--- src/hdl/aes_pkg.sv ---
// Shared types, constants and round functions for the AES-128 block cipher.
`timescale 1ns / 1ps

package aes_pkg;

	localparam logic [3:0] ROUNDS = 4'd10;

	localparam logic [1:0] REG_KEY_HIGH = 2'd0;
	localparam logic [1:0] REG_KEY_LOW  = 2'd1;

	typedef struct packed {
		logic        mode;
		logic [63:0] block_high;
		logic [63:0] block_low;
	} aes_in_t;

	typedef struct packed {
		logic [63:0] result_high;
		logic [63:0] result_low;
	} aes_out_t;

	typedef struct packed {
		logic       load;
		logic       kload;
		logic       kstep;
		logic       klast;
		logic       step;
		logic       out_write;
		logic [3:0] cnt;
	} aes_cmd_t;

	localparam logic [7:0] FWD_SBOX [256] = '{
		8'h63,8'h7c,8'h77,8'h7b,8'hf2,8'h6b,8'h6f,8'hc5,8'h30,8'h01,8'h67,8'h2b,8'hfe,8'hd7,8'hab,8'h76,
		8'hca,8'h82,8'hc9,8'h7d,8'hfa,8'h59,8'h47,8'hf0,8'had,8'hd4,8'ha2,8'haf,8'h9c,8'ha4,8'h72,8'hc0,
		8'hb7,8'hfd,8'h93,8'h26,8'h36,8'h3f,8'hf7,8'hcc,8'h34,8'ha5,8'he5,8'hf1,8'h71,8'hd8,8'h31,8'h15,
		8'h04,8'hc7,8'h23,8'hc3,8'h18,8'h96,8'h05,8'h9a,8'h07,8'h12,8'h80,8'he2,8'heb,8'h27,8'hb2,8'h75,
		8'h09,8'h83,8'h2c,8'h1a,8'h1b,8'h6e,8'h5a,8'ha0,8'h52,8'h3b,8'hd6,8'hb3,8'h29,8'he3,8'h2f,8'h84,
		8'h53,8'hd1,8'h00,8'hed,8'h20,8'hfc,8'hb1,8'h5b,8'h6a,8'hcb,8'hbe,8'h39,8'h4a,8'h4c,8'h58,8'hcf,
		8'hd0,8'hef,8'haa,8'hfb,8'h43,8'h4d,8'h33,8'h85,8'h45,8'hf9,8'h02,8'h7f,8'h50,8'h3c,8'h9f,8'ha8,
		8'h51,8'ha3,8'h40,8'h8f,8'h92,8'h9d,8'h38,8'hf5,8'hbc,8'hb6,8'hda,8'h21,8'h10,8'hff,8'hf3,8'hd2,
		8'hcd,8'h0c,8'h13,8'hec,8'h5f,8'h97,8'h44,8'h17,8'hc4,8'ha7,8'h7e,8'h3d,8'h64,8'h5d,8'h19,8'h73,
		8'h60,8'h81,8'h4f,8'hdc,8'h22,8'h2a,8'h90,8'h88,8'h46,8'hee,8'hb8,8'h14,8'hde,8'h5e,8'h0b,8'hdb,
		8'he0,8'h32,8'h3a,8'h0a,8'h49,8'h06,8'h24,8'h5c,8'hc2,8'hd3,8'hac,8'h62,8'h91,8'h95,8'he4,8'h79,
		8'he7,8'hc8,8'h37,8'h6d,8'h8d,8'hd5,8'h4e,8'ha9,8'h6c,8'h56,8'hf4,8'hea,8'h65,8'h7a,8'hae,8'h08,
		8'hba,8'h78,8'h25,8'h2e,8'h1c,8'ha6,8'hb4,8'hc6,8'he8,8'hdd,8'h74,8'h1f,8'h4b,8'hbd,8'h8b,8'h8a,
		8'h70,8'h3e,8'hb5,8'h66,8'h48,8'h03,8'hf6,8'h0e,8'h61,8'h35,8'h57,8'hb9,8'h86,8'hc1,8'h1d,8'h9e,
		8'he1,8'hf8,8'h98,8'h11,8'h69,8'hd9,8'h8e,8'h94,8'h9b,8'h1e,8'h87,8'he9,8'hce,8'h55,8'h28,8'hdf,
		8'h8c,8'ha1,8'h89,8'h0d,8'hbf,8'he6,8'h42,8'h68,8'h41,8'h99,8'h2d,8'h0f,8'hb0,8'h54,8'hbb,8'h16
	};

	localparam logic [7:0] DEC_SBOX [256] = '{
		8'h52,8'h09,8'h6a,8'hd5,8'h30,8'h36,8'ha5,8'h38,8'hbf,8'h40,8'ha3,8'h9e,8'h81,8'hf3,8'hd7,8'hfb,
		8'h7c,8'he3,8'h39,8'h82,8'h9b,8'h2f,8'hff,8'h87,8'h34,8'h8e,8'h43,8'h44,8'hc4,8'hde,8'he9,8'hcb,
		8'h54,8'h7b,8'h94,8'h32,8'ha6,8'hc2,8'h23,8'h3d,8'hee,8'h4c,8'h95,8'h0b,8'h42,8'hfa,8'hc3,8'h4e,
		8'h08,8'h2e,8'ha1,8'h66,8'h28,8'hd9,8'h24,8'hb2,8'h76,8'h5b,8'ha2,8'h49,8'h6d,8'h8b,8'hd1,8'h25,
		8'h72,8'hf8,8'hf6,8'h64,8'h86,8'h68,8'h98,8'h16,8'hd4,8'ha4,8'h5c,8'hcc,8'h5d,8'h65,8'hb6,8'h92,
		8'h6c,8'h70,8'h48,8'h50,8'hfd,8'hed,8'hb9,8'hda,8'h5e,8'h15,8'h46,8'h57,8'ha7,8'h8d,8'h9d,8'h84,
		8'h90,8'hd8,8'hab,8'h00,8'h8c,8'hbc,8'hd3,8'h0a,8'hf7,8'he4,8'h58,8'h05,8'hb8,8'hb3,8'h45,8'h06,
		8'hd0,8'h2c,8'h1e,8'h8f,8'hca,8'h3f,8'h0f,8'h02,8'hc1,8'haf,8'hbd,8'h03,8'h01,8'h13,8'h8a,8'h6b,
		8'h3a,8'h91,8'h11,8'h41,8'h4f,8'h67,8'hdc,8'hea,8'h97,8'hf2,8'hcf,8'hce,8'hf0,8'hb4,8'he6,8'h73,
		8'h96,8'hac,8'h74,8'h22,8'he7,8'had,8'h35,8'h85,8'he2,8'hf9,8'h37,8'he8,8'h1c,8'h75,8'hdf,8'h6e,
		8'h47,8'hf1,8'h1a,8'h71,8'h1d,8'h29,8'hc5,8'h89,8'h6f,8'hb7,8'h62,8'h0e,8'haa,8'h18,8'hbe,8'h1b,
		8'hfc,8'h56,8'h3e,8'h4b,8'hc6,8'hd2,8'h79,8'h20,8'h9a,8'hdb,8'hc0,8'hfe,8'h78,8'hcd,8'h5a,8'hf4,
		8'h1f,8'hdd,8'ha8,8'h33,8'h88,8'h07,8'hc7,8'h31,8'hb1,8'h12,8'h10,8'h59,8'h27,8'h80,8'hec,8'h5f,
		8'h60,8'h51,8'h7f,8'ha9,8'h19,8'hb5,8'h4a,8'h0d,8'h2d,8'he5,8'h7a,8'h9f,8'h93,8'hc9,8'h9c,8'hef,
		8'ha0,8'he0,8'h3b,8'h4d,8'hae,8'h2a,8'hf5,8'hb0,8'hc8,8'heb,8'hbb,8'h3c,8'h83,8'h53,8'h99,8'h61,
		8'h17,8'h2b,8'h04,8'h7e,8'hba,8'h77,8'hd6,8'h26,8'he1,8'h69,8'h14,8'h63,8'h55,8'h21,8'h0c,8'h7d
	};

	function automatic logic [7:0] rcon(input logic [3:0] idx);
		logic [7:0] r;
		case (idx)
			4'd0: r = 8'h01;
			4'd1: r = 8'h02;
			4'd2: r = 8'h04;
			4'd3: r = 8'h08;
			4'd4: r = 8'h10;
			4'd5: r = 8'h20;
			4'd6: r = 8'h40;
			4'd7: r = 8'h80;
			4'd8: r = 8'h1b;
			4'd9: r = 8'h36;
			default: r = 8'h00;
		endcase
		return r;
	endfunction

	function automatic logic [7:0] xtime(input logic [7:0] b);
		return {b[6:0], 1'b0} ^ (b[7] ? 8'h1b : 8'h00);
	endfunction

	function automatic logic [7:0] getb(input logic [127:0] s, input int n);
		return s[127 - 8*n -: 8];
	endfunction

	function automatic logic [127:0] sub_fwd(input logic [127:0] s);
		logic [127:0] t;
		for (int n = 0; n < 16; n++) t[127 - 8*n -: 8] = FWD_SBOX[getb(s, n)];
		return t;
	endfunction

	function automatic logic [127:0] sub_inv(input logic [127:0] s);
		logic [127:0] t;
		for (int n = 0; n < 16; n++) t[127 - 8*n -: 8] = DEC_SBOX[getb(s, n)];
		return t;
	endfunction

	function automatic logic [127:0] rot_rows(input logic [127:0] s, input logic inv);
		logic [127:0] t;
		for (int c = 0; c < 4; c++)
			for (int r = 0; r < 4; r++)
				t[127 - 8*(4*c + r) -: 8] =
					getb(s, 4*(inv ? ((c + 4 - r) & 3) : ((c + r) & 3)) + r);
		return t;
	endfunction

	function automatic logic [127:0] mix_columns(input logic [127:0] s, input logic inv);
		logic [127:0] t;
		logic [7:0]   a0, a1, a2, a3, u, v, al;
		for (int c = 0; c < 4; c++) begin
			a0 = getb(s, 4*c);
			a1 = getb(s, 4*c + 1);
			a2 = getb(s, 4*c + 2);
			a3 = getb(s, 4*c + 3);
			if (inv) begin
				u = xtime(xtime(a0 ^ a2));
				v = xtime(xtime(a1 ^ a3));
				a0 = a0 ^ u;
				a1 = a1 ^ v;
				a2 = a2 ^ u;
				a3 = a3 ^ v;
			end
			al = a0 ^ a1 ^ a2 ^ a3;
			t[127 - 8*(4*c)     -: 8] = xtime(a0 ^ a1) ^ a0 ^ al;
			t[127 - 8*(4*c + 1) -: 8] = xtime(a1 ^ a2) ^ a1 ^ al;
			t[127 - 8*(4*c + 2) -: 8] = xtime(a2 ^ a3) ^ a2 ^ al;
			t[127 - 8*(4*c + 3) -: 8] = xtime(a3 ^ a0) ^ a3 ^ al;
		end
		return t;
	endfunction

	function automatic logic [31:0] sub_rot(input logic [31:0] w, input logic [7:0] rc);
		return {FWD_SBOX[w[23:16]] ^ rc, FWD_SBOX[w[15:8]], FWD_SBOX[w[7:0]],
			FWD_SBOX[w[31:24]]};
	endfunction

	// next round key from the current one
	function automatic logic [127:0] key_fwd(input logic [127:0] k, input logic [7:0] rc);
		logic [31:0] n0, n1, n2, n3;
		n0 = k[127:96] ^ sub_rot(k[31:0], rc);
		n1 = k[95:64] ^ n0;
		n2 = k[63:32] ^ n1;
		n3 = k[31:0] ^ n2;
		return {n0, n1, n2, n3};
	endfunction

	// previous round key from the current one
	function automatic logic [127:0] key_inv(input logic [127:0] k, input logic [7:0] rc);
		logic [31:0] p0, p1, p2, p3;
		p3 = k[31:0] ^ k[63:32];
		p2 = k[63:32] ^ k[95:64];
		p1 = k[95:64] ^ k[127:96];
		p0 = k[127:96] ^ sub_rot(p3, rc);
		return {p0, p1, p2, p3};
	endfunction

endpackage

--- src/hdl/aes_ctrl.sv ---
// Sequencer for key expansion, cipher rounds and result hand-off.
`timescale 1ns / 1ps

module aes_ctrl import aes_pkg::*; (
	input  logic     clk,
	input  logic     arst_n,
	input  logic     key_write,
	input  logic     in_valid,
	output logic     in_ready,
	output logic     out_valid,
	input  logic     out_ready,
	output aes_cmd_t cmd
);

	localparam logic [1:0] S_KEY  = 2'd0;
	localparam logic [1:0] S_IDLE = 2'd1;
	localparam logic [1:0] S_RUN  = 2'd2;
	localparam logic [1:0] S_DONE = 2'd3;

	logic [1:0] state_q, state_d;
	logic [3:0] cnt_q, cnt_d;
	logic       out_valid_q;

	always_comb begin
		state_d = state_q;
		cnt_d   = cnt_q;
		cmd     = '0;
		cmd.cnt = cnt_q;
		in_ready = 1'b0;
		unique case (state_q)
			S_KEY: begin
				cmd.kload = (cnt_q == 4'd0);
				cmd.kstep = (cnt_q != 4'd0);
				cmd.klast = (cnt_q == ROUNDS);
				cnt_d = cnt_q + 4'd1;
				if (cnt_q == ROUNDS) begin
					state_d = S_IDLE;
					cnt_d   = 4'd0;
				end
			end
			S_IDLE: begin
				in_ready = !key_write;
				if (in_valid && !key_write) begin
					cmd.load = 1'b1;
					cnt_d    = 4'd1;
					state_d  = S_RUN;
				end
			end
			S_RUN: begin
				cmd.step = 1'b1;
				cnt_d = cnt_q + 4'd1;
				if (cnt_q == ROUNDS) begin
					state_d = S_DONE;
					cnt_d   = 4'd0;
				end
			end
			S_DONE: begin
				if (!out_valid_q || out_ready) begin
					cmd.out_write = 1'b1;
					state_d = S_IDLE;
				end
			end
			default: state_d = S_KEY;
		endcase
		if (key_write) begin
			state_d = S_KEY;
			cnt_d   = 4'd0;
		end
	end

	always_ff @(posedge clk or negedge arst_n) begin
		if (!arst_n) begin
			state_q     <= S_KEY;
			cnt_q       <= 4'd0;
			out_valid_q <= 1'b0;
		end else begin
			state_q <= state_d;
			cnt_q   <= cnt_d;
			if (cmd.out_write) out_valid_q <= 1'b1;
			else if (out_ready) out_valid_q <= 1'b0;
		end
	end

	assign out_valid = out_valid_q;

endmodule

--- config.mk ---
export PLATFORM = sky130hd
export DESIGN_NAME = aes_ctrl
export DESIGN_NICKNAME = d
export VERILOG_FILES = /design/src/hdl/aes_pkg.sv /design/src/hdl/aes_ctrl.sv
export SDC_FILE = /design/constraint.sdc
export NUM_CORES = 1
export LEC_CHECK = 0
export BUFFER_PORTS_ARGS = -buffer_cell sky130_fd_sc_hd__buf_2
export CORE_AREA = 2 2 39 41
export CTS_CLUSTER_DIAMETER = 80
export DETAILED_ROUTE_END_ITERATION = 10
export DIE_AREA = 0 0 41 43
export MAX_ROUTING_LAYER = met4
export PLACE_DENSITY_LB_ADDON = 0.05
export RECOVER_POWER = 25
export SLEW_MARGIN = 10
export SYNTH_ARGS = -nofsm -noshare
export SYNTH_HDL_FRONTEND = slang
export SYNTH_SLANG_ARGS = --single-unit
--- constraint.sdc ---
create_clock -name clk -period 3.6 [get_ports clk]
set_clock_uncertainty 0.05 [all_clocks]
set_input_delay 0.72 -clock clk [delete_from_list [all_inputs] [get_ports clk]]
set_output_delay 0.72 -clock clk [all_outputs]
set_load 0.1 [all_outputs]
## Yosys cells after proc, flatten, opt, wreduce, memory -nomap -nowiden

Index checks and enable logic that the tools add are counted.

| word-level totals | value |
|---|---|
| register bits after elaboration | 7 |
| bits of input ports | 5 |
| output and inout port bits | 12 |
| word-level logic and storage cells | 43 |

| operators by class | value |
|---|---|
| add/sub/neg operators | 1 |
| equality and inequality tests | 8 |
| multiplexer cells | 19 |
| reduce and logical (&&, ||, !) cells | 12 |

Operators with widths:

| cell | number |
|---|---|
| two-way mux 4 bit | 3 |
| != test 3 bit (second input constant) | 4 |
| two-way mux 2 bit | 5 |
| two-way mux 1 bit | 8 |
| one-hot mux 2 bit (4 select lines) | 1 |
| one-hot mux 4 bit (2 select lines) | 1 |
| adder 4 x 1 -> 4 bit (second input constant) | 1 |
| == test 2 bit (second input constant) | 2 |
| == test 4 bit (second input constant) | 1 |
| logical NOT 4 bit | 1 |
| AND reduction 4 bit | 1 |
| nonzero test 4 bit | 1 |
| two-way mux 3 bit | 1 |
| nonzero test 3 bit | 1 |
| == test 2 x 1 -> 1 bit (second input constant) | 1 |
| logical NOT 1 bit | 2 |
| logical NOT 2 bit | 1 |
| AND reduction 2 bit | 1 |
| nonzero test 2 bit | 1 |
| OR reduction 2 bit | 1 |
| logical AND 1 bit | 1 |
| logical OR 1 bit | 1 |

## Longest topological paths before layout

| logic depth | value |
|---|---|
| depth in word-level cells | 5 |
| gate-level depth with buffers | 6 |
| mapped depth without buffers | 6 |

## Least setup slack after synthesis

OpenSTA, ideal clock, no wires.

| timing path | value |
|---|---|
| kind | register -> output |
| start | register cnt_q[0] |
| end | output cmd[7] (netlist name) |
| data arrival time | 3.523 ns |
| data required time | 2.830 ns |
| slack | -0.693 ns |
| stages on the path, launching flop included | 4 |
| buffers on the path | 0 |
| path through | dfrtp_1 -> inv_1 -> ha_1 -> a21boi_0 |

RTL lines:

| element | line | RTL |
|---|---|---|
| start, declared | aes_ctrl.sv:21 | `logic [3:0] cnt_q, cnt_d;` |
| start signal, assigned | aes_ctrl.sv:78 | `cnt_q <= cnt_d;` |
| end, declared | aes_ctrl.sv:12 | `output aes_cmd_t cmd` |

==> flow_summary.toml <==
[synth]
synth_top_flop_cell = "dfrtp_1"
async_reset_ff_frac = 1.00
synth-seq-cells = 7
ys_seq_area_frac = 0.353
yosys_warnings = 0
synth_cells = 52
syn_area_um2 = 497
netlist-cell-type-count = 24
postSynthAreaPerCell_um2 = 9.55
synth_edf_count = 0
synth_nets = 64

[clock_tree]
clockBufferDepth = 2
cts_setup_buffers = 0
postCtsHoldBufs = 0
numCtsBuffers = 3
path_clk_slew_ps = 50
cts_sinks = 7
clock_latency_ps = 240
postCtsResizedCells = 0
cts_root_buffer = "clkbuf_4"
h-tree-depth = 1
cts_tree = "yes"

[power]
vdd_drop_max_uv = 273
power_density_nw_per_um2 = 804
p_clk_frac = 0.133
p_int_mw = 0.196
comb_power_share = 0.642
power_frac_seq = 0.225
swShare = 0.609
p_switching_mw = 0.305
p_leak_nw = 0.329

[global_route]
grt_pass1_vias = 386
track_usage = 0.140
antenna_found_initial = 0
grt_pass1_wl_mm = 1.64
grt_max_degree = 8
overflow = 0

[run_status]
status = "complete, no violations"

[sta]
slew_headroom = 0.680
min_period_ps = 2490
max_freq_ghz = 0.402
finalHoldViolations = 0
drv_slew = 0
rsz0062_at_grt = "false"
min_period_over_period = 0.692
setup_viol = 0
fin_tns_setup_ps = 0
worst_pin_slew_ps = 481

[routing]
finalWirelength_um = 965
first_iter_violations = 11
wl_per_cell_um = 11.0
drc = 0
vias = 434
vias_per_cell = 4.93
firstDrtPassIters = 4
ant_nets = 0

[worst_setup_path]
arrival_ps = 1720
r2r_slack_ps = 1570
path_class = "reg2out"
startpoint_type = "flop"
r2r_start = "cnt_q[0]"
worstPathRequired_ps = 2830
crit_fanout = 6
reg2reg_depth = 6
cp-end-kind = "output port"
r2r-end = "cnt_q[3]"
worstSetupStartpoint = "cnt_q[0]"

[place]
postPlaceCellArea_um2 = 599
gp_congestion = 0.655
dp_hpwl_um = 803
io_buffer_count = 16

[finish]
antenna_cells = 0
syn2layout_area_growth_pct = 25.7
design_area_um2 = 624
final_nets = 85
drive_gt1_frac = 0.319
fill_cells = 152

[die]
die_y_um = 43
boundaryPins = 17
die-area_um2 = 1760
core_um2 = 1380
die_width_um = 41
fp-row-count = 14
start_util = 0.359

[worst_hold_path]
min_path_type = "in2async"

[flow_run]
max_cap_viol_count = 0
==> final cells by class <==
type | instances | area [um^2] | share of cell area
clock buffers | 4 | 26.3 | 0.0421
well taps | 16 | 20.0 | 0.0321
repair buffers | 16 | 78.8 | 0.126
inverters | 5 | 18.8 | 0.0301
multi-input cells | 40 | 305 | 0.489
flip-flops and latches | 7 | 175 | 0.281
==> Yosys cell counts, types with 2 or more instances <==
cell type	n	area [um^2]
and2_1	2	12.5
nand2_1	3	11.3
a22o_1	3	26.3
nand2b_1	3	18.8
dfrtp_1	7	175
nor2_1	6	22.5
ha_1	7	87.6
inv_1	5	18.8
==> flip-flops by register name, summed over array words and instances, names as in the netlist <==
| name | count |
|---|---|
| cnt_q | 4 |
| out_valid | 1 |
| state_q | 2 |
==> cell families after synthesis <==
group | count (synthesis) | synth area share
flops | 7 | 0.353
compound gates | 10 | 0.159
fa+ha+maj | 7 | 0.176
simple gates | 22 | 0.254
buf+inv | 5 | 0.0378
mux | 1 | 0.0202
==> stage by stage <==
stage	hold WS, ps	util	cells	total power, mW	setup slack, ps
2_1_floorplan	374	-	52	0.389	73.3
3_3_place_gp	472	0.433	84	0.439	1340
3_5_place_dp	473	0.433	84	0.440	1330
4_1_cts	247	0.452	88	0.510	1080
5_1_grt	337	0.451	88	0.532	975
6_report	308	0.451	88	0.502	1110
==> placed cells by master (no fill, tap or decap), types with 2 or more instances in the layout <==
cell / synthesis / final
inv_1: 5 / 5
nand2b_1: 3 / 3
dfrtp_1: 7 / 7
ha_1: 7 / 7
and2_1: 2 / 2
buf_2: 0 / 15
a22o_1: 3 / 3
clkbuf_1: 0 / 2
clkbuf_4: 0 / 3
nand2_1: 3 / 3
nor2_1: 6 / 6
==> power by group through the flow <==
| stage | Clock (mW) | Combinational [mW] | Sequential, mW |
|---|---|---|---|
| detailed placement | 0 | 0.324 | 0.115 |
| global route | 0.0761 | 0.339 | 0.116 |
| global placement | 0 | 0.324 | 0.115 |
| CTS | 0.0706 | 0.325 | 0.114 |
| floorplan | 0 | 0.202 | 0.188 |
| finish | 0.0669 | 0.322 | 0.113 |
==> worst max-delay path: stages, from the launching register on <==
cell     delay, ps
dfrtp_1        430
inv_1          110
ha_1           130
and3b_1        230
and2_2         150
buf_2          410
==> worst max path at each step <==
stage	endpoint	slack (ps)	depth (start not counted)
2_1_floorplan	cmd[7]	70	3
3_3_place_gp	cmd[9]	1340	4
3_5_place_dp	cmd[9]	1330	4
4_1_cts	cmd[6]	1080	5
5_1_grt	cmd[6]	970	5
6_report	cmd[6]	1110	5
==> routing by layer <==
metal | up-vias | part of all wire | global-route usage
met2 | 14 | 0.51 | 0.216
li1 | 221 | - | -
met5 | - | 0 | -
met3 | 0 | 0.039 | 0.0628
met4 | 0 | 0 | 0.0200
met1 | 199 | 0.45 | 0.168
No activity file was read; power rests on OpenSTA's default activity.
